**config.mk**
```make
export PLATFORM = sky130hd
export DESIGN_NAME = aobc_merge
export DESIGN_NICKNAME = d
export VERILOG_FILES = /design/src/rtl/aobc_pkg.sv /design/src/rtl/aobc_merge.sv
export SDC_FILE = /design/constraint.sdc
export NUM_CORES = 1
export LEC_CHECK = 0
export BUFFER_PORTS_ARGS = -buffer_cell sky130_fd_sc_hd__buf_2
export CORE_MARGIN = 2
export CORE_UTILIZATION = 39
export CTS_CLUSTER_DIAMETER = 80
export DETAILED_ROUTE_END_ITERATION = 10
export PLACE_DENSITY_LB_ADDON = 0.1
export SKIP_CTS_REPAIR_TIMING = 1
export SLEW_MARGIN = 20
export SYNTH_ARGS = -nofsm -noshare
export SYNTH_HDL_FRONTEND = slang
export SYNTH_SLANG_ARGS = --single-unit
```
**constraint.sdc**
```tcl
create_clock -name clk -period 0.8 [get_ports clk]
set_input_delay 0.16 -clock clk [delete_from_list [all_inputs] [get_ports clk]]
set_output_delay 0.16 -clock clk [all_outputs]
set_load 0.05 [all_outputs]
```
**src/rtl/aobc_pkg.sv**
```systemverilog
// ----------------------------------------------------------------------------
// aobc_pkg
// Shared types and constants of the ADC average, offset and gain calibrator.
// ----------------------------------------------------------------------------
package aobc_pkg;

  // field widths
  localparam int SAMPLE_W   = 12;
  localparam int GAIN_W     = 14;
  localparam int VALUE_W    = 20;
  localparam int SAMPLE_MAX = (1 << SAMPLE_W) - 1;

  // four channels: voltage 0, current 0, voltage 1, current 1
  localparam int NUM_LANES = 4;

  // pipeline stages behind the accumulators, before the output register
  localparam int NUM_STG = 5;

  // difference times gain
  localparam int P_W = SAMPLE_W + GAIN_W;

  // scale by 256/10000 = 16/625: y = 16*p, value = floor(y * SCALE_M >> SCALE_S)
  // y < 2^30, SCALE_M = ceil(2^40 / 625), error term 349 <= 2^10 keeps it exact
  localparam int SCALE_SH  = 4;
  localparam int SCALE_Y_W = P_W + SCALE_SH;
  localparam int SCALE_M_W = 31;
  localparam int SCALE_S   = 40;
  localparam logic [SCALE_M_W-1:0] SCALE_M = 31'd1759218605;
  localparam int PROD_W    = SCALE_Y_W + SCALE_M_W;

  // value >= 2^20 exactly when p >= 625 * 2^20 / 16
  localparam logic [P_W-1:0] SAT_P = 26'd40960000;
  localparam logic [VALUE_W-1:0] VALUE_MAX = '1;

  // register map
  typedef enum logic [2:0] {
    REG_VOLT0_OFFSET = 3'd0,
    REG_CURR0_OFFSET = 3'd1,
    REG_VOLT1_OFFSET = 3'd2,
    REG_CURR1_OFFSET = 3'd3,
    REG_VOLT0_GAIN   = 3'd4,
    REG_CURR0_GAIN   = 3'd5,
    REG_VOLT1_GAIN   = 3'd6,
    REG_CURR1_GAIN   = 3'd7
  } cfg_reg_t;

  // load enables from the controller to the lanes and the merge stage
  typedef struct packed {
    logic               acc_en;
    logic               last;
    logic [NUM_STG:1]   ld;
    logic               ld_out;
  } ctl_t;

  // what one lane hands to the merge stage
  typedef struct packed {
    logic [SAMPLE_W-1:0] avg;
    logic                sat;
    logic [VALUE_W-1:0]  quo;
  } lane_res_t;

endpackage

```
**src/rtl/aobc_merge.sv**
```systemverilog
// ----------------------------------------------------------------------------
// aobc_merge
// Output register: gathers the four lanes and applies value saturation.
// ----------------------------------------------------------------------------
module aobc_merge (
  input  logic                           clk,
  input  logic                           ld_out,
  input  aobc_pkg::lane_res_t            res     [aobc_pkg::NUM_LANES],
  output logic [aobc_pkg::SAMPLE_W-1:0]  avg_out [aobc_pkg::NUM_LANES],
  output logic [aobc_pkg::VALUE_W-1:0]   val_out [aobc_pkg::NUM_LANES]
);
  import aobc_pkg::*;

  logic [SAMPLE_W-1:0] avg_r [NUM_LANES];
  logic [VALUE_W-1:0]  val_r [NUM_LANES];

  // load all lanes at once when the result moves out
  always_ff @(posedge clk) begin
    if (ld_out) begin
      for (int i = 0; i < NUM_LANES; i++) begin
        avg_r[i] <= res[i].avg;
        val_r[i] <= res[i].sat ? VALUE_MAX : res[i].quo;
      end
    end
  end

  assign avg_out = avg_r;
  assign val_out = val_r;

endmodule

```
==> summary.md <==
| Metric | Value |
|---|---|
| First-pass GRT wire length | `13.68 mm` |
| Placed Cells | `613` |
| Switching share of power | `0.2711` |
| Hold violation count in the final report | `0` |
| Cell-by-cell trace of the critical path | `buf_6` |
| Peak supply drop | `0.001496 V` |
| Fill count | `733` |
| DR pass1 iterations | `4` |
| Buf/Inv on CP | `1` |
| H-tree levels | `4` |
| Syn Inst Count | `216` |
| Worst path arrival time | `0.98 ns` |
| Startpoint types | `register` |
| Largest net degree at the start of global routing | `38` |
| GP Congestion | `0.7410` |
| IO Count | `262` |
| Crit-path max cell delay | `0.41 ns` |
| Critical Path Sink Type | `output port` |
| Endpoints failing setup | `128` |
| Post-Syn Nets | `350` |
| Drt wl/cell | `16.56 um` |
| Die area | `12170 sq um` |
| Leak | `3.216 nW` |
| Row cnt | `38` |
| Max-slew violations | `0` |
| Max-Cap Viols | `0` |
| Hold WC Path Type | `in2reg` |
| CTS root buf | `clkbuf_16` |
| Grt total ovfl | `0` |
| Sequential power share | `0.432` |
| DIE HEIGHT | `110.3 um` |
| Critical path peak fanout | `1` |
| DR DRC count | `0` |
| Multi-input gate area | `500.5 sq um` |
| Num CTS Buffers | `17` |
| Vias in the first global route | `2747` |
| Failing checks | `setup timing` |
| Count of input and output buffers | `261` |
| GRT Total Usage | `0.1597` |
| Clock Path Buffers | `2` |
| Synth-to-layout area growth | `75.14%` |
| Synth unique cells | `5` |
| Status | `finished, violations left` |
| Crit path max-delay family | `flip-flops` |
| Post-layout util | `0.7062` |
| Critical Path RT | `0.64 ns` |
| Ys Warns | `0` |
| Logic pwr share | `0.201` |
| Via density | `4.401` |
| Synthesized cell area | `4409 sq um` |
| CTS tree | `built` |
| Register area | `3844 sq um` |
| Initial drt markers | `82` |
| Clock network power share | `0.367` |
| CP max stage cell | `edfxtp_1` |
| Antenna Nets Post-Route | `0` |
| Final cell count without fillers | `691` |
| Initial cell density of the core | `0.4032` |
| Mean Syn Cell Area | `20.41 sq um` |
| Seq/Total Area, Yosys | `0.8717` |
| Fmax | `874.7 MHz` |
| Slew @ Worst Pin | `0.2606 ns` |
| Die Span X | `110.3 um` |
| Sw power | `5.176 mW` |
| Share of post-route cells with drive strength above 1 | `0.5273` |
| Post-Route WL | `11.44 mm` |
| Tcrit/Tclk final | `1.429` |
| Total number of vias | `3041` |
| Clk sinks | `128` |
| Synth Register Bits | `128` |
| Setup ws final | `-0.3432 ns` |
| CP Class | `reg2out` |
| Nets | `674` |
| Core outline area | `10940 sq um` |
| RSZ-0062 raised after global routing | `true` |
| Cell-internal power | `13.92 mW` |
| Final HPWL DP | `7.553 mm` |
| Tmin final | `1.143 ns` |
| Reg clk slew, reported paths | `0.05 ns` |
| Relative slew slack | `0.8262` |
| Initial antenna violation count | `1` |
| PwrDens | `2472 nW/um^2` |
cell usage after synthesis:
master	instances	area, sq um
buf_2	2	10.01
clkbuf_2	2	10.01
or2_1	80	500.5
buf_6	4	45.04
edfxtp_1	128	3844
metrics by stage:
step           power (mW)  hold WS (ns)  cell area (sq um)  setup slack, ns  TNS, ns
6_report            19.09       0.01082               7722          -0.3432   -39.10
5_1_grt             19.77     -0.008968               7722          -0.3883   -44.87
4_1_cts             18.31      -0.08711               6439          -0.3923   -46.12
3_5_place_dp        11.29        0.3383               5908         -0.08229   -12.61
3_3_place_gp        11.24        0.3363               5908         -0.07468   -10.68
2_1_floorplan       10.29        0.2589               4409          0.03940        0
power by group through the flow:
stage,sequential (mW),clock [mW],combinational [mW]
3_3_place_gp,8.21,0,3.03
2_1_floorplan,10.1,0,0.174
5_1_grt,8.29,7.49,3.99
4_1_cts,8.10,7.15,3.06
6_report,8.24,7.01,3.84
3_5_place_dp,8.23,0,3.05
layer usage:
metal | up-vias | part of all wire | wire (um) | track usage
met5 | - | 0 | 0 | 0
met4 | 0 | 0.029 | 328 | 0.1063
met3 | 26 | 0.097 | 1108 | 0.07584
met2 | 167 | 0.55 | 6264 | 0.2708
met1 | 1421 | 0.33 | 3741 | 0.1538
li1 | 1427 | - | - | -
cell families after synthesis:
logic type,after synthesis,share of synthesized area
flip-flops,128,0.8717
AND/OR/NAND/NOR,80,0.1135
buffers and inverters,8,0.01476
layout by cell type (no fill, tap or decap):
cell type / count
buf_12: 4
or2_1: 80
buf_4: 1
clkbuf_1: 2
diode_2: 1
edfxtp_1: 128
clkinv_1: 2
buf_6: 128
clkbuf_16: 17
clkinv_2: 6
dlygate4sd3_1: 48
bufinv_16: 2
buf_2: 132
state kept, by name, indices dropped and copies added (netlist names):
signal	count
avg_out	48
val_out	80
worst paths after layout:
check / startpoint / to / slack [ns] / depth (start not counted)
setup / recovery: val_out[33] / val_out[33] / -0.34 / 1
hold / removal: res[42] / val_out[29] / 0.01 / 2
layout make-up:
| cell class | instances | share of cell area |
|---|---|---|
| antenna | 1 | 0.0003240 |
| clock buffer | 19 | 0.05606 |
| tap | 140 | 0.02268 |
| sequential | 128 | 0.4977 |
| timing repair buffer | 313 | 0.3458 |
| clock inverter | 10 | 0.01264 |
| multi-input combinational | 80 | 0.06481 |
(Power assumes the default switching activity.)
