## config.mk

```make
export PLATFORM = sky130hd
export DESIGN_NAME = aobc_ctrl
export DESIGN_NICKNAME = d
export VERILOG_FILES = /design/src/rtl/aobc_pkg.sv /design/src/rtl/aobc_ctrl.sv
export SDC_FILE = /design/constraint.sdc
export NUM_CORES = 1
export LEC_CHECK = 0
export ABC_AREA = 1
export BUFFER_PORTS_ARGS = -buffer_cell sky130_fd_sc_hd__buf_2
export CORE_AREA = 2 2 50 52
export CTS_CLUSTER_DIAMETER = 100
export DETAILED_ROUTE_END_ITERATION = 12
export DIE_AREA = 0 0 52 54
export GPL_ROUTABILITY_DRIVEN = 0
export GPL_TIMING_DRIVEN = 0
export PLACE_DENSITY = 0.47
export SYNTH_ARGS = -nofsm -noshare
export SYNTH_HDL_FRONTEND = slang
export SYNTH_SLANG_ARGS = --single-unit
```

## constraint.sdc

```tcl
create_clock -name clk -period 1.52 [get_ports clk]
set_input_delay 0.304 -clock clk [delete_from_list [all_inputs] [get_ports clk]]
set_output_delay 0.304 -clock clk [all_outputs]
set_load 0.03 [all_outputs]
```

## src/rtl/aobc_pkg.sv

```systemverilog
// ----------------------------------------------------------------------------
// aobc_pkg
// Shared types and constants of the ADC average, offset and gain calibrator.
// ----------------------------------------------------------------------------
package aobc_pkg;

  // field widths
  localparam int SAMPLE_W   = 12;
  localparam int GAIN_W     = 14;
  localparam int VALUE_W    = 20;
  localparam int SAMPLE_MAX = (1 << SAMPLE_W) - 1;

  // four channels: voltage 0, current 0, voltage 1, current 1
  localparam int NUM_LANES = 4;

  // pipeline stages behind the accumulators, before the output register
  localparam int NUM_STG = 5;

  // difference times gain
  localparam int P_W = SAMPLE_W + GAIN_W;

  // scale by 256/10000 = 16/625: y = 16*p, value = floor(y * SCALE_M >> SCALE_S)
  // y < 2^30, SCALE_M = ceil(2^40 / 625), error term 349 <= 2^10 keeps it exact
  localparam int SCALE_SH  = 4;
  localparam int SCALE_Y_W = P_W + SCALE_SH;
  localparam int SCALE_M_W = 31;
  localparam int SCALE_S   = 40;
  localparam logic [SCALE_M_W-1:0] SCALE_M = 31'd1759218605;
  localparam int PROD_W    = SCALE_Y_W + SCALE_M_W;

  // value >= 2^20 exactly when p >= 625 * 2^20 / 16
  localparam logic [P_W-1:0] SAT_P = 26'd40960000;
  localparam logic [VALUE_W-1:0] VALUE_MAX = '1;

  // register map
  typedef enum logic [2:0] {
    REG_VOLT0_OFFSET = 3'd0,
    REG_CURR0_OFFSET = 3'd1,
    REG_VOLT1_OFFSET = 3'd2,
    REG_CURR1_OFFSET = 3'd3,
    REG_VOLT0_GAIN   = 3'd4,
    REG_CURR0_GAIN   = 3'd5,
    REG_VOLT1_GAIN   = 3'd6,
    REG_CURR1_GAIN   = 3'd7
  } cfg_reg_t;

  // load enables from the controller to the lanes and the merge stage
  typedef struct packed {
    logic               acc_en;
    logic               last;
    logic [NUM_STG:1]   ld;
    logic               ld_out;
  } ctl_t;

  // what one lane hands to the merge stage
  typedef struct packed {
    logic [SAMPLE_W-1:0] avg;
    logic                sat;
    logic [VALUE_W-1:0]  quo;
  } lane_res_t;

endpackage

```

## src/rtl/aobc_ctrl.sv

```systemverilog
// ----------------------------------------------------------------------------
// aobc_ctrl
// Frame counter and valid/stall chain of the lane pipeline.
// ----------------------------------------------------------------------------
module aobc_ctrl #(
  parameter int FRAMES = 16
) (
  input  logic          clk,
  input  logic          rst_n,
  input  logic          in_valid,
  output logic          in_stall,
  output logic          out_valid,
  input  logic          out_stall,
  output aobc_pkg::ctl_t ctl
);
  import aobc_pkg::*;

  localparam int CNT_W = (FRAMES > 1) ? $clog2(FRAMES) : 1;

  logic [CNT_W-1:0]     cnt_r;
  logic [CNT_W-1:0]     cnt_nxt;
  logic [NUM_STG:1]     v_r;
  logic [NUM_STG:1]     v_nxt;
  logic                 out_valid_r;
  logic                 out_valid_nxt;
  logic [NUM_STG+1:1]   rdy;
  logic                 last;
  logic                 acc;

  // ready ripples back from the output register
  always_comb begin
    rdy[NUM_STG+1] = !out_valid_r || !out_stall;
    for (int k = NUM_STG; k >= 1; k--) begin
      rdy[k] = !v_r[k] || rdy[k+1];
    end
  end

  // only a frame-completing item needs room in the first stage
  assign last     = (cnt_r == CNT_W'(FRAMES - 1));
  assign in_stall = last && !rdy[1];
  assign acc      = in_valid && !in_stall;

  // load enables and next valids
  always_comb begin
    ctl.acc_en = acc;
    ctl.last   = last;
    ctl.ld[1]  = acc && last;
    for (int k = 2; k <= NUM_STG; k++) begin
      ctl.ld[k] = v_r[k-1] && rdy[k];
    end
    ctl.ld_out = v_r[NUM_STG] && rdy[NUM_STG+1];
    for (int k = 1; k <= NUM_STG; k++) begin
      v_nxt[k] = ctl.ld[k] || (v_r[k] && !rdy[k+1]);
    end
    out_valid_nxt = ctl.ld_out || (out_valid_r && out_stall);
    cnt_nxt       = cnt_r;
    if (acc) begin
      cnt_nxt = last ? '0 : cnt_r + CNT_W'(1);
    end
  end

  // control state
  always_ff @(posedge clk) begin
    if (!rst_n) begin
      cnt_r       <= '0;
      v_r         <= '0;
      out_valid_r <= 1'b0;
    end else begin
      cnt_r       <= cnt_nxt;
      v_r         <= v_nxt;
      out_valid_r <= out_valid_nxt;
    end
  end

  assign out_valid = out_valid_r;

endmodule

```

==> results.txt <==
----------------------------------------------------
[Status]
  Outcome ... complete, but fails checks
  Violations in the final reports ... setup timing

[Worst setup path]
  Worst path top cell family by delay ... simple AND/OR/NAND/NOR gates
  Worst Reg2Reg Path Length in Cells ... 8
  Worst reg-to-reg setup slack ... 0.28 ns
  Critical path launch point ... cnt_r[1]
  Worst flop-to-flop path endpoint ... cnt_r[1]
  Critical path data required time ... roughly 1.2 ns
  CP Data Arrival Time ... 1.42 ns
  Slowest-stage cell, CP ... sky130_fd_sc_hd__dfxtp_2
  Worst setup path class ... flop to output pin
  Sequence of cells on the critical path ... ha_4 -> nand2_4 -> nor2_4 -> nand4_4 -> nand2_4 -> inv_4 -> buf_6 -> buf_6
  Max incr delay on CP ... roughly 0.36 ns
  Launch point of the worst reg-to-reg path ... cnt_r[1]
  CP Max Fanout ... 3
  CP endpoint kind ... output pin
  Startpoint type of the worst setup path ... flop
  Worst path buffer plus inverter count ... 3

[Yosys]
  Sequential cell area fraction in the yosys report ... between 30 and 40%
  Post-synth design cell area ... 548 µm²
  Dominant cell type by area after synthesis ... sky130_fd_sc_hd__dfxtp_1
  Top cells by area in the synthesized netlist ... sky130_fd_sc_hd__dfxtp_1 37%, sky130_fd_sc_hd__inv_1 11%, sky130_fd_sc_hd__nand2_1 7.5%
  Number of instances in the synthesized netlist ... 74
  Area share of the leading cell type in the synthesized netlist ... approximately 37%
  Flops & latches, synth ... 10
  Number of distinct library cells after synthesis ... 20
  Synth warnings ... 0
  Avg Inst Size Synth ... approximately 7.4 µm²
  Post-synth net total ... 79

[Global route]
  Maximum number of pins on one net before global-route repair ... 7
  Global-route wire length before repair ... approximately 2.1 mm
  Global-route total usage across every layer ... a little over a tenth
  Antenna violations before repair ... 0
  Via count of the first global-routing pass ... 495
  Sum of overflow across all layers after global routing ... 0

[Worst hold path]
  Kind of path behind the tightest hold check ... input pin to flop
  Endpoint of the worst hold-timing path ... v_r[1]
  Cell depth of the worst hold path ... 3
  Min-Delay Startpoint ... rst_n

[Routing]
  Number of nets still failing antenna checks after routing ... 0
  Final WL ... 1.15 mm
  Total DRC errors in the routed layout ... 0
  DR vias/cell ... about 4.0
  Iteration-0 DRC count of the detailed router ... 8
  Mean routed wirelength per cell ... approximately 9 µm
  Total vias in the final route ... 516
  Number of iterations in the first detailed-routing pass ... 2

[STA]
  Crit share post-route ... 113%
  Max Transition Viols Final ... 0
  Final critical-path required period ... 1.72 ns
  Transition time at the pin with the least slew margin ... between 0.2 and 0.25 ns
  Rel. slew slack ... 86.3%
  RSZ-0062 raised after global routing ... yes
  Crit path setup slack, layout ... -0.205 ns
  Post-route worst hold slack ... 0.281 ns
  Setup Skew ... between 0.007 and 0.008 ns
  Max Clock Freq ... between 0.5 and 0.6 GHz
  Hold Fails Final Rpt ... 0
  Number of failing setup endpoints in the final timing report ... 5

[Clock network]
  CTS H-tree lvls ... 1
  Clk slew on worst S/H paths ... 0.07 ns
  Root Driver ... sky130_fd_sc_hd__clkbuf_4
  Num Clock Sinks ... 10
  Clock tree from TritonCTS ... built
  CTS buffer count ... 3
  Maximum buffer depth of the clock tree ... 2
  Skew-Pair Late Insertion Delay ... 0.27 ns

[Die]
  Chip Height ... approximately 54 µm
  Starting density of the core ... between 20% and 30%
  Standard-cell rows ... 18
  Std-Cell Core Area ... around 2300 µm²
  Die X-Extent ... about 52 µm
  Floorplan die area ... ~2800 µm²
  IO Pins ... 14

[Power and ir drop]
  Power density over the cells ... 713 nW/µm²
  Leakage Power ... approximately 0.00043 µW
  PnR Total Power ... between 500 and 600 µW
  Maximum vdd drop ... between 300 and 400 µV

[Finish]
  Area added between synthesis and finish ... 48.6%
  Total number of nets in the final design ... around 100
  Most common library cell in the layout ignoring fill and taps ... sky130_fd_sc_hd__inv_1
  Commonest non-fill, non-tap cells in the layout ... 14 x sky130_fd_sc_hd__inv_1, 10 x sky130_fd_sc_hd__nand2_1, 9 x sky130_fd_sc_hd__buf_2, 7 x sky130_fd_sc_hd__a21oi_1, 7 x sky130_fd_sc_hd__buf_4
  Fraction of layout cells with a size suffix above 1 ... approximately 49%
  Number of inserted diodes ... 0

[Place]
  Detailed placer's ending HPWL ... ~800 µm
  Quantity of I/O buffers inserted on ports ... 13

[Flow run]
  Max-cap violation count ... 0

----------------------------------------------------
## power by group
| part | switching, µW | total [µW] | internal (µW) |
|---|---|---|---|
| clock network | 100 | 246 | 146 |
| registers | 6.91 | 274 | 267 |
| logic | 32.1 | 61.3 | 29.2 |
## timing repair
item	in CTS	in global routing
resized for setup	20	4
buffers inserted	6	1
gates cloned	0	0
hold buffers	0	0
hold endpoints to repair	0	0
pin swaps	5	3
setup endpoints to repair	5	5
## through the flow
step	setup slack [ns]	cells	cell area [µm²]	setup TNS, ns	utilization, %
6_report	-0.205	128	815	-0.826	35.1
3_3_place_gp	-0.214	117	652	-0.427	28.1
5_1_grt	-0.292	128	815	-1.28	35.1
4_1_cts	-0.261	127	798	-1.01	34.4
3_5_place_dp	-0.201	117	652	-0.399	28.1
2_1_floorplan	0.0474	74	549	0	-
## worst register-to-register path, stage by stage, from the launching register on
cell	delay [ns]
sky130_fd_sc_hd__dfxtp_2	0.36
sky130_fd_sc_hd__ha_4	0.15
sky130_fd_sc_hd__nand2_4	0.06
sky130_fd_sc_hd__nor2_4	0.12
sky130_fd_sc_hd__nand4_4	0.11
sky130_fd_sc_hd__buf_4	0.17
sky130_fd_sc_hd__nand3b_1	0.07
sky130_fd_sc_hd__nand2_1	0.05
sky130_fd_sc_hd__nor2_1	0.09
## cells in the mapped netlist
cell / number
sky130_fd_sc_hd__a21oi_1: 7
sky130_fd_sc_hd__a21oi_2: 1
sky130_fd_sc_hd__buf_4: 2
sky130_fd_sc_hd__dfxtp_1: 10
sky130_fd_sc_hd__ha_1: 1
sky130_fd_sc_hd__inv_1: 16
sky130_fd_sc_hd__inv_2: 2
sky130_fd_sc_hd__nand2_1: 11
sky130_fd_sc_hd__nand2_2: 3
sky130_fd_sc_hd__nand2_4: 1
sky130_fd_sc_hd__nand3_1: 3
sky130_fd_sc_hd__nand3b_1: 1
sky130_fd_sc_hd__nand4_2: 1
sky130_fd_sc_hd__nand4_4: 1
sky130_fd_sc_hd__nor2_1: 5
sky130_fd_sc_hd__nor2_2: 2
sky130_fd_sc_hd__nor2_4: 2
sky130_fd_sc_hd__o21a_1: 1
sky130_fd_sc_hd__o21ai_0: 2
sky130_fd_sc_hd__o21ai_1: 2
## routing by layer
layer | global-route usage, % | wire [µm] | vias to the layer above | share of wire, %
met1 | 11.3 | 508 | 227 | 44
met3 | 4.44 | 68 | 2 | 5.9
met4 | 3.95 | 13 | 0 | 1.1
li1 | - | - | 275 | -
met5 | 0 | 0 | - | 0
met2 | 18.1 | 560 | 12 | 49
## kinds of logic (layout without fill, tap and decap cells)
kind of cell | after synthesis | in the layout | share of synthesized area (%)
buf+inv | 20 | 44 | 15.1
fa+ha+maj | 1 | 1 | 2.28
flops | 10 | 10 | 36.5
simple gates | 30 | 30 | 33.1
compound gates | 13 | 13 | 13.0
## layout make-up
cell class,instances,area [µm²]
buffer,2,18.8
multi-input combinational,44,294
clock buffer,4,36.3
fill,259,1510
tap,30,37.5
inverter,18,70.1
sequential,10,211
timing repair buffer,20,146
## registers in the layout (all words and copies together) (netlist names)
name	flops
cnt_r	4
out_valid	1
v_r	5
## worst max-delay path by stage
| stage | depth (start not counted) | end | slack [ns] |
|---|---|---|---|
| 6_report | 8 | ctl[7] | -0.20 |
| 3_3_place_gp | 8 | ctl[7] | -0.21 |
| 3_5_place_dp | 8 | ctl[7] | -0.20 |
| 5_1_grt | 8 | ctl[7] | -0.29 |
| 2_1_floorplan | 8 | ctl[1] | 0.05 |
| 4_1_cts | 8 | ctl[7] | -0.26 |
(Power assumes the default switching activity.)
