## config.mk

```make
export PLATFORM = sky130hd
export DESIGN_NAME = aobc_lane
export DESIGN_NICKNAME = d
export VERILOG_FILES = /design/src/rtl/aobc_pkg.sv /design/src/rtl/aobc_lane.sv
export SDC_FILE = /design/constraint.sdc
export NUM_CORES = 1
export LEC_CHECK = 0
export ABC_AREA = 1
export BUFFER_PORTS_ARGS = -buffer_cell sky130_fd_sc_hd__buf_4
export CAP_MARGIN = 0
export CORE_ASPECT_RATIO = 1.5
export CORE_MARGIN = 1.5
export CORE_UTILIZATION = 38
export DETAILED_ROUTE_END_ITERATION = 7
export PLACE_DENSITY = 0.57
export SLEW_MARGIN = 20
export SYNTH_ARGS = -nofsm -noshare
export SYNTH_HDL_FRONTEND = slang
export SYNTH_SLANG_ARGS = --single-unit
export TNS_END_PERCENT = 50
```

## constraint.sdc

```tcl
create_clock -name clk -period 6.2 [get_ports clk]
set_input_delay 1.24 -clock clk [delete_from_list [all_inputs] [get_ports clk]]
set_output_delay 1.24 -clock clk [all_outputs]
set_load 0.05 [all_outputs]
```

## src/rtl/aobc_pkg.sv

```systemverilog
// ----------------------------------------------------------------------------
// aobc_pkg
// Shared types and constants of the ADC average, offset and gain calibrator.
// ----------------------------------------------------------------------------
package aobc_pkg;

  // field widths
  localparam int SAMPLE_W   = 12;
  localparam int GAIN_W     = 14;
  localparam int VALUE_W    = 20;
  localparam int SAMPLE_MAX = (1 << SAMPLE_W) - 1;

  // four channels: voltage 0, current 0, voltage 1, current 1
  localparam int NUM_LANES = 4;

  // pipeline stages behind the accumulators, before the output register
  localparam int NUM_STG = 5;

  // difference times gain
  localparam int P_W = SAMPLE_W + GAIN_W;

  // scale by 256/10000 = 16/625: y = 16*p, value = floor(y * SCALE_M >> SCALE_S)
  // y < 2^30, SCALE_M = ceil(2^40 / 625), error term 349 <= 2^10 keeps it exact
  localparam int SCALE_SH  = 4;
  localparam int SCALE_Y_W = P_W + SCALE_SH;
  localparam int SCALE_M_W = 31;
  localparam int SCALE_S   = 40;
  localparam logic [SCALE_M_W-1:0] SCALE_M = 31'd1759218605;
  localparam int PROD_W    = SCALE_Y_W + SCALE_M_W;

  // value >= 2^20 exactly when p >= 625 * 2^20 / 16
  localparam logic [P_W-1:0] SAT_P = 26'd40960000;
  localparam logic [VALUE_W-1:0] VALUE_MAX = '1;

  // register map
  typedef enum logic [2:0] {
    REG_VOLT0_OFFSET = 3'd0,
    REG_CURR0_OFFSET = 3'd1,
    REG_VOLT1_OFFSET = 3'd2,
    REG_CURR1_OFFSET = 3'd3,
    REG_VOLT0_GAIN   = 3'd4,
    REG_CURR0_GAIN   = 3'd5,
    REG_VOLT1_GAIN   = 3'd6,
    REG_CURR1_GAIN   = 3'd7
  } cfg_reg_t;

  // load enables from the controller to the lanes and the merge stage
  typedef struct packed {
    logic               acc_en;
    logic               last;
    logic [NUM_STG:1]   ld;
    logic               ld_out;
  } ctl_t;

  // what one lane hands to the merge stage
  typedef struct packed {
    logic [SAMPLE_W-1:0] avg;
    logic                sat;
    logic [VALUE_W-1:0]  quo;
  } lane_res_t;

endpackage

```

## src/rtl/aobc_lane.sv

```systemverilog
// ----------------------------------------------------------------------------
// aobc_lane
// One channel: accumulator, average by reciprocal multiply, offset and gain.
// ----------------------------------------------------------------------------
module aobc_lane #(
  parameter int FRAMES     = 16,
  parameter bit IS_CURRENT = 1'b0
) (
  input  logic                               clk,
  input  logic                               rst_n,
  input  aobc_pkg::ctl_t                     ctl,
  input  logic [aobc_pkg::SAMPLE_W-1:0]      sample,
  input  logic [aobc_pkg::SAMPLE_W-1:0]      offset,
  input  logic [aobc_pkg::GAIN_W-1:0]        gain,
  output aobc_pkg::lane_res_t                res
);
  import aobc_pkg::*;

  // sum / FRAMES as floor(sum * DIV_M >> DIV_S), exact for every sum < 2^SUM_W
  localparam int     SUM_W = $clog2(FRAMES * SAMPLE_MAX + 1);
  localparam int     LOG_N = $clog2(FRAMES);
  localparam int     DIV_S = SUM_W + LOG_N;
  localparam int     MW    = DIV_S + 1;
  localparam longint DIV_M = ((longint'(1) << DIV_S) + longint'(FRAMES) - 1)
                             / longint'(FRAMES);
  localparam int     PW    = SUM_W + MW;
  localparam logic [MW-1:0] DIV_M_C = MW'(DIV_M);

  logic [SUM_W-1:0]     sum_r;
  logic [SUM_W-1:0]     sum_nxt;
  logic [SUM_W-1:0]     s1_sum_r;
  logic [PW-1:0]        s2_prod_r;
  logic [SAMPLE_W-1:0]  s3_avg_r;
  logic [SAMPLE_W-1:0]  s3_diff_r;
  logic [SAMPLE_W-1:0]  s4_avg_r;
  logic [P_W-1:0]       s4_p_r;
  logic [SAMPLE_W-1:0]  s5_avg_r;
  logic                 s5_sat_r;
  logic [PROD_W-1:0]    s5_prod_r;
  logic [SAMPLE_W-1:0]  avg;
  logic [SAMPLE_W-1:0]  diff;

  // running sum including this item
  assign sum_nxt = sum_r + SUM_W'(sample);

  // accumulator, cleared on the completing frame
  always_ff @(posedge clk) begin
    if (!rst_n) begin
      sum_r <= '0;
    end else if (ctl.acc_en) begin
      sum_r <= ctl.last ? '0 : sum_nxt;
    end
  end

  // offset difference, clamped at zero; current channels are inverted
  assign avg = s2_prod_r[DIV_S +: SAMPLE_W];
  always_comb begin
    diff = '0;
    if (IS_CURRENT) begin
      if (avg <= offset) begin
        diff = offset - avg;
      end
    end else begin
      if (avg >= offset) begin
        diff = avg - offset;
      end
    end
  end

  // result pipeline
  always_ff @(posedge clk) begin
    if (ctl.ld[1]) begin
      s1_sum_r <= sum_nxt;
    end
    if (ctl.ld[2]) begin
      s2_prod_r <= PW'(s1_sum_r) * PW'(DIV_M_C);
    end
    if (ctl.ld[3]) begin
      s3_avg_r  <= avg;
      s3_diff_r <= diff;
    end
    if (ctl.ld[4]) begin
      s4_avg_r <= s3_avg_r;
      s4_p_r   <= P_W'(s3_diff_r) * P_W'(gain);
    end
    if (ctl.ld[5]) begin
      s5_avg_r  <= s4_avg_r;
      s5_sat_r  <= (s4_p_r >= SAT_P);
      s5_prod_r <= PROD_W'({s4_p_r, SCALE_SH'(0)}) * PROD_W'(SCALE_M);
    end
  end

  assign res.avg = s5_avg_r;
  assign res.sat = s5_sat_r;
  assign res.quo = s5_prod_r[SCALE_S +: VALUE_W];

endmodule

```

==> flow_summary.ini, run 1 <==
[setup_path]
crit_fanout = 5
r2r_end = s5_prod_r[56]
start_kind = register
reg2regPathDepth = 23
cpLargestDelayFamily = adder cells
cp-end-kind = register
slowest_delay_ps = 620
crit_required_ps = 6450
timing.rr.start = s4_p_r[25]
critical_path_class = register to register
critical_path.startpoint = s4_p_r[25]
crit_slowest_cell = edfxtp_1
path_cells = fa_2 > fa_1 > inv_1 > fa_1 > inv_1 > fa_1 > fa_2 > fa_1 > inv_1 > fa_1 > inv_1 > ha_1 > nand2_1 > nor2_1 > buf_4 > nand2_1 > inv_1 > nand2_1 > nand2_1 > a21oi_1 > nand2_1 > nand2_1 > nand2_1
arrival_ps = 6310
cpMostUsedCell = nand2_1
cp_num_buf_inv = 6
r2r_slack_ps = 140

[hold_path]
holdPathEnd = s4_avg_r[8]
whs_path_depth = 0
hold_path_startpoint = s3_avg_r[8]
hold_class = register to register

[logic_synthesis]
synth_fp_nets = 3919
netlist_top_cells_area = fa_1 (35%), ha_1 (17%), edfxtp_1 (13%), inv_1 (13%), nand2_1 (8.1%)
ys_seq_area_share_pct = 14.7
yosys.area.top_type = fa_1
synthDistinctLibCells = 42
ys_warn_count = 0
syn_area_um2 = 26500
syn_area_per_cell_um2 = 8.72
synth_top_area_share_pct = 35.4
syn_inst = 3041
synth-edff-count = 119
synth_async_sr_flop_share_pct = 0
dominantRegCellSynth = edfxtp_1
ys_seq_elements = 135

[global_routing]
grt.overflow.total = 0
grt_usage_pct = 23.3
antenna_found_initial = 0
grt_max_degree = 39
grt_pass1_wl_um = 121000
first_global_vias = 21500

[cells_and_area]
drive_gt1_share_pct = 10.4
final_common_cell = inv_1
fill_cells = 7063
stdcell_area_um2 = 30000
finalNonFillerCells = 4185
final_cell_mix = inv_1 (907), nand2_1 (572), fa_1 (462), ha_1 (358), buf_4 (243)
diodes = 0
syn_to_final_growth_pct = 13.2
fin_nets = 4150

[clocking]
clock_latency_ps = 490
clock-root-buffer = clkbuf_16
cts_num_sinks = 135
cts_max_path_buffers = 2
cts_tree = built
h-tree-depth = 4
clkTransAtPathRegs_ps = 80
cts_buffers = 17
holdBufCountCts = 0

[run]
max_cap_viol_count = 0

[timing]
fin_skew_ps = 30.4
rsz0062_at_grt = yes
finalMaxSlewViolations = 0
worst_pin_slew_ps = 824
max_freq_mhz = 165
setup_viol = 0
slew_headroom_pct = 45.0
final-hold-violation-count = 0
period_share_pct = 97.8
layout_min_cycle_time_ps = 6060

[route]
viasPerCell = 4.71
routedWlPerCell_um = 18.9
first_pass_iters = 5
first_iter_violations = 845
drc = 0
wirelength_um = 79100
vias = 19700
drtAntennaViolNets = 0

[placed_design]
portBuffers = 79
placed_area_um2 = 29200
dp.cells = 4128
dpl.hpwl_um = 70300
place_congestion = 1.02

[floorplanning]
die_x_um = 219
initial_utilization_pct = 38.4
io_pins = 81
core_um2 = 69100
placement_rows = 118
die_area_um2 = 71400
die_y_um = 327

[status]
outcome = finished, final reports clean
cells in the mapped netlist (3+ instances only):
cell      number
o21bai_1      14
fa_1         469
dfxtp_1       16
a31oi_1        4
or2_2          4
nor3_2         4
nor3_1        13
edfxtp_1     119
a21boi_0       3
nand3b_1       9
nor2_2         8
nor4_1         5
nand2_2        7
inv_1        912
ha_1         361
o21ai_0       46
o21a_1         3
a21o_1        10
nor2_4         3
o211ai_1       3
xnor2_1       17
clkbuf_1      28
nand3_1       72
nand2_1      572
inv_2          5
nor2_1       135
nand4_1       30
and2_1         6
a21oi_1      128
xor2_1        19
how the worst max path moves through the flow:
stage                               end  cells past startpoint
after CTS                 s5_prod_r[46]                     20
after detailed placement  s5_prod_r[46]                     20
after global routing      s5_prod_r[56]                     23
final                     s5_prod_r[56]                     23
after global placement    s5_prod_r[46]                     20
after floorplan              s4_p_r[21]                     20
logic make-up after synthesis:
| kind of cell | after synthesis | synth area share (%) |
|---|---|---|
| buf+inv | 950 | 13.5 |
| simple gates | 874 | 13.8 |
| fa+ha+maj | 830 | 52.4 |
| compound gates | 216 | 4.44 |
| flops | 135 | 14.7 |
| xor+xnor | 36 | 1.19 |
through the flow:
stage | util [%] | setup TNS [ps] | worst slack, ps | hold WS (ps)
6_report | 43.5 | 0 | 138 | 417
4_1_cts | 43.1 | 0 | 35.7 | 418
3_3_place_gp | 42.2 | 0 | 37.6 | 401
2_1_floorplan | - | 0 | 478 | 400
3_5_place_dp | 42.2 | 0 | 40.1 | 405
5_1_grt | 43.5 | -154 | -45.7 | 425
routing by layer:
layer  global-route usage [%]  vias up  wire length, um
met5                        0        -                0
met4                     15.7        0             6240
met3                     2.52      190             2320
met2                     44.2      430            42700
met1                     23.7     9547            27900
li1                         -     9554                -
final cells by class:
type                       instances  area [um2]  share of cell area [%]
clock inverter                    15         180                   0.600
inverter                         919        3450                    11.5
tap                              900        1130                    3.75
timing repair buffer             243        1820                    6.08
sequential                       135        3890                    13.0
clock buffer                      17         425                    1.42
multi-input combinational       1956       19100                    63.7
worst reg2reg max path: cells and delay by family, from the launching register on:
| kind | cells | cell delay [ps] |
|---|---|---|
| AO/OA/AOI/OAI | 1 | 180 |
| buffers and inverters | 6 | 440 |
| flip-flops | 1 | 620 |
| AND/OR/NAND/NOR | 8 | 680 |
| adder cells (fa/ha/maj) | 8 | 3930 |
sequential cells by signal, summed over array words and instances (netlist names):
name / count
s1_sum_r: 12
s2_prod_r: 12
s3_avg_r: 12
s3_diff_r: 12
s4_avg_r: 12
s4_p_r: 26
s5_avg_r: 12
s5_prod_r: 20
s5_sat_r: 1
sum_r: 16
timing repair:
item / CTS / global route
endpoints found under the setup margin: 0 / 20
buffers inserted: 0 / 25
gates resized for setup: 0 / 39
Power of run 1 is not shown: default switching activity piles up to over one toggle a cycle in this logic, so the estimate is an artifact.
==> run 2: changes to the inputs <==
--- a/config.mk
+++ b/config.mk
@@ -9,10 +9,11 @@
 export BUFFER_PORTS_ARGS = -buffer_cell sky130_fd_sc_hd__buf_4
 export CAP_MARGIN = 0
 export CORE_ASPECT_RATIO = 1.5
-export CORE_MARGIN = 1.5
+export CORE_MARGIN = 3
 export CORE_UTILIZATION = 38
 export DETAILED_ROUTE_END_ITERATION = 7
 export PLACE_DENSITY = 0.57
+export RECOVER_POWER = 50
 export SLEW_MARGIN = 20
 export SYNTH_ARGS = -nofsm -noshare
 export SYNTH_HDL_FRONTEND = slang
==> flow_summary.ini, run 2 (synthesis results as in run 1) <==
[cells_and_area]
top_regs = s4_p_r x26, s5_prod_r x20, sum_r x16
largest_reg_flops = 26
final_util_pct = 43.6
final_cell_mix = inv_1 (909), nand2_1 (568), fa_1 (463), ha_1 (352), buf_4 (241)
final_common_cell = inv_1
regMostFlops = s4_p_r
syn_to_final_growth_pct = 13.6
fin_nets = 4156
drive_gt1_share_pct = 10.6
diodes = 0

[clocking]
cts_tree = built
clock-root-buffer = clkbuf_16
cts_buffers = 17
cts_max_path_buffers = 2
h-tree-depth = 4
cts_num_sinks = 135
clock_latency_ps = 490
holdBufCountCts = 0
clkTransAtPathRegs_ps = 80

[timing]
max_freq_mhz = 166
final-hold-violation-count = 0
period_share_pct = 97.3
worst_pin_slew_ps = 2150
finalMaxSlewViolations = 73
fin_skew_ps = 27.5
slew_headroom_pct = -43.4
layout_min_cycle_time_ps = 6030
hold_slack_ps = 417
setup_viol = 0

[route]
wirelength_um = 79300
first_pass_iters = 5
viasPerCell = 4.71
drc = 0
first_iter_violations = 813
vias = 19700
drtAntennaViolNets = 0
routedWlPerCell_um = 18.9

[setup_path]
cpMostUsedCell = fa_1
cp-end-kind = register
slowest_delay_ps = 620
crit_slowest_cell = fa_1
start_kind = register
critical_path_class = register to register
cpLargestDelayFamily = adder cells
reg2regPathDepth = 17
cp_num_buf_inv = 2
crit_fanout = 5
crit_required_ps = 6440
arrival_ps = 6270
worst-path-stages = 17
path_cells = fa_1 > inv_1 > fa_1 > fa_1 > fa_1 > fa_1 > fa_1 > inv_1 > fa_1 > ha_1 > a21oi_1 > o21ai_0 > o21bai_1 > o21ai_0 > nand3_1 > nand2_1 > nand2_1

[floorplanning]
die_x_um = 222
io_pins = 81
placement_rows = 118
die_area_um2 = 73100
initial_utilization_pct = 38.4
core_um2 = 69100
die_y_um = 330

[status]
violations = max-capacitance violations, max-slew violations
outcome = finished with violations

[global_routing]
antenna_found_initial = 0
grt.overflow.total = 0
grt_usage_pct = 22.4
first_global_vias = 21700
grt_pass1_wl_um = 122000
grt_max_degree = 39

[placed_design]
dpl.hpwl_um = 71500
place_congestion = 1.01
portBuffers = 79

[hold_path]
whs_path_depth = 0
hold_class = register to register

[run]
max_cap_viol_count = 2
## run 2: cell types whose count changed in the layout (fill, tap and decap cells not counted), moves of 3 or more
cell | previous run | this run
clkbuf_1 | 0 | 6
ha_1 | 358 | 352
nor2_2 | 18 | 13
a21oi_1 | 122 | 118
a21oi_2 | 7 | 11
ha_2 | 3 | 7
nand2_1 | 572 | 568
nand2_2 | 7 | 11
nor2_1 | 125 | 129
o21ai_1 | 10 | 6
inv_6 | 1 | 4
o21ai_0 | 38 | 41
## run 2: layout make-up
class	count	area [um2]
fillers	7049	39000
flip-flops and latches	135	3890
clock inverters	15	194
inverters	919	3450
repair buffers	249	1860
well taps	900	1130
clock buffers	17	425
multi-input cells	1956	19200
## run 2: layer usage
| layer | vias to the layer above | global-route usage, % | share of wire, % |
|---|---|---|---|
| met4 | 0 | 15.2 | 8.3 |
| met2 | 427 | 43.2 | 54 |
| met5 | - | 0 | 0 |
| met3 | 198 | 2.62 | 3.0 |
| li1 | 9558 | - | - |
| met1 | 9566 | 22.5 | 35 |
## run 2: worst paths after layout
check / from / end / slack [ps]
max: s4_p_r[14] / s5_prod_r[46] / 170
max reg2reg: s4_p_r[14] / s5_prod_r[46] / 170
min: s3_avg_r[8] / s4_avg_r[8] / 420
min reg2reg: s3_avg_r[8] / s4_avg_r[8] / 420
## run 2: what timing repair did
| item | CTS | global route |
|---|---|---|
| setup endpoints to repair | 1 | 20 |
| gates resized for setup | 0 | 46 |
| buffers inserted | 4 | 23 |
| pin swaps | 0 | 4 |
## run 2: worst register-to-register path, delay by kind of cell, from the launching register on
family | cells | cell delay, ps
AO/OA/AOI/OAI | 4 | 910
adder cells (fa/ha/maj) | 8 | 4010
buffers and inverters | 2 | 140
flip-flops | 1 | 510
AND/OR/NAND/NOR | 3 | 240
## run 2: stage by stage
stage	setup slack, ps	TNS (ps)	cells	instance area, um2
after floorplan	478	0	3041	26500
after global placement	3.10	0	4132	29200
after detailed placement	-54.9	-54.9	4132	29200
after CTS	45.0	0	4168	29800
after global routing	-16.3	-41.7	4191	30100
final	168	0	4191	30100
Power of run 2 is left out for the same reason.
==> run 3: changes to the inputs <==
--- a/config.mk
+++ b/config.mk
@@ -12,7 +12,7 @@
 export CORE_MARGIN = 3
 export CORE_UTILIZATION = 38
 export DETAILED_ROUTE_END_ITERATION = 7
-export PLACE_DENSITY = 0.57
+export PLACE_DENSITY = 0.63
 export RECOVER_POWER = 50
 export SLEW_MARGIN = 20
 export SYNTH_ARGS = -nofsm -noshare
==> flow_summary.ini, run 3 (synthesis results as in run 1) <==
[timing]
slew_headroom_pct = -34.9
period_share_pct = 97.4
fin_tns_setup_ps = 0
fin_skew_ps = 27.4
max_freq_mhz = 166
rsz0062_at_grt = yes
worst_pin_slew_ps = 2020
final-hold-violation-count = 0
setup_viol = 0
hold_slack_ps = 413
finalMaxSlewViolations = 73
layout_min_cycle_time_ps = 6040
fin_ws_ps = 164

[setup_path]
r2r_end = s5_prod_r[56]
r2r_slack_ps = 160
crit_fanout = 6
worst-path-stages = 22
arrival_ps = 6290
start_kind = register
crit_slowest_cell = fa_1
cpLargestDelayFamily = adder cells
critical_path.startpoint = s4_p_r[24]
timing.rr.start = s4_p_r[24]
reg2regPathDepth = 22
critical_path_class = register to register
slowest_delay_ps = 590
path_cells = inv_1 > ha_1 > fa_1 > fa_1 > inv_1 > fa_1 > inv_1 > fa_1 > fa_1 > fa_1 > inv_1 > ha_1 > a21oi_1 > inv_1 > nor2_1 > nand2_1 > nand2_1 > nand2_1 > a21oi_1 > nand2_1 > nand2_1 > nand2_1
crit_required_ps = 6450
cp-end-kind = register
endpoint = s5_prod_r[56]
cp_num_buf_inv = 5

[clocking]
cts_num_sinks = 135
cts_tree = built
clock_latency_ps = 490
cts_buffers = 17
clkTransAtPathRegs_ps = 80
cts_max_path_buffers = 2
h-tree-depth = 4
clock-root-buffer = clkbuf_16

[floorplanning]
io_pins = 81
die_area_um2 = 73100
core_um2 = 69100
die_y_um = 330
placement_rows = 118
die_x_um = 222
initial_utilization_pct = 38.4

[global_routing]
grt.overflow.total = 0
grt_max_degree = 39
antenna_found_initial = 1
grt_pass1_wl_um = 119000
grt_usage_pct = 21.7
first_global_vias = 21600

[cells_and_area]
regMostFlops = s4_p_r
top_regs = s4_p_r x26, s5_prod_r x20, sum_r x16
largest_reg_flops = 26
final_util_pct = 43.1
fin_nets = 4127
register_area_um2 = 3890
syn_to_final_growth_pct = 12.4
multi_input_area_um2 = 19100
final_common_cell = inv_1
fill_cells = 6936
final_cell_mix = inv_1 (911), nand2_1 (570), fa_1 (467), ha_1 (357), buf_4 (214)
drive_gt1_share_pct = 9.26

[route]
first_pass_iters = 5
topRoutingLayerUsed = met4
vias = 19900
wirelength_um = 77300
drc = 0
dr_wl_met2_um = 40700
routedWlPerCell_um = 18.6
wl_met1_um = 27100
first_iter_violations = 953
drtAntennaViolNets = 0
viasPerCell = 4.79
wl_met3_um = 2760

[placed_design]
dp_slack_ps = 101
dpl.hpwl_um = 68700
portBuffers = 79
place_congestion = 1.02

[run]
max_cap_viol_count = 2

[status]
violations = max-capacitance violations, max-slew violations
outcome = finished with violations

[hold_path]
hold_class = register to register
==> run 3: timing repair <==
item                                    CTS  global route
hold buffers                              0             0
buffers inserted                          0            21
resized for setup                         0            25
endpoints found under the setup margin    0            20
hold endpoints to repair                  0             0
==> run 3: layer usage <==
metal | GRT usage (%) | vias up
met4 | 15.4 | 0
li1 | - | 9506
met3 | 3.14 | 253
met2 | 40.9 | 502
met5 | 0 | -
met1 | 21.8 | 9660
==> run 3: cell type report <==
| class | instances | area share [%] |
|---|---|---|
| flip-flops and latches | 135 | 13.1 |
| well taps | 900 | 3.78 |
| clock inverters | 14 | 0.516 |
| multi-input cells | 1956 | 64.1 |
| clock buffers | 18 | 1.47 |
| diodes | 1 | 0.00840 |
| inverters | 919 | 11.6 |
| repair buffers | 220 | 5.47 |
==> run 3: worst min path at each step <==
stage | end | start | cells after the start | slack [ps]
floorplan | s2_prod_r[20] | s1_sum_r[4] | 0 | 400
global placement | s2_prod_r[21] | s1_sum_r[5] | 0 | 400
CTS | s5_avg_r[8] | s4_avg_r[8] | 0 | 420
detailed placement | s2_prod_r[25] | s1_sum_r[9] | 0 | 400
finish | s5_avg_r[8] | s4_avg_r[8] | 0 | 410
global route | s2_prod_r[21] | s1_sum_r[5] | 0 | 420
==> run 3: through the flow <==
| stage | instances | instance area [um2] |
|---|---|---|
| 6_report | 4163 | 29800 |
| 5_1_grt | 4163 | 29800 |
| 3_5_place_dp | 4109 | 29000 |
| 2_1_floorplan | 3041 | 26500 |
| 4_1_cts | 4141 | 29600 |
| 3_3_place_gp | 4109 | 29000 |
Power of run 3 is left out for the same reason.
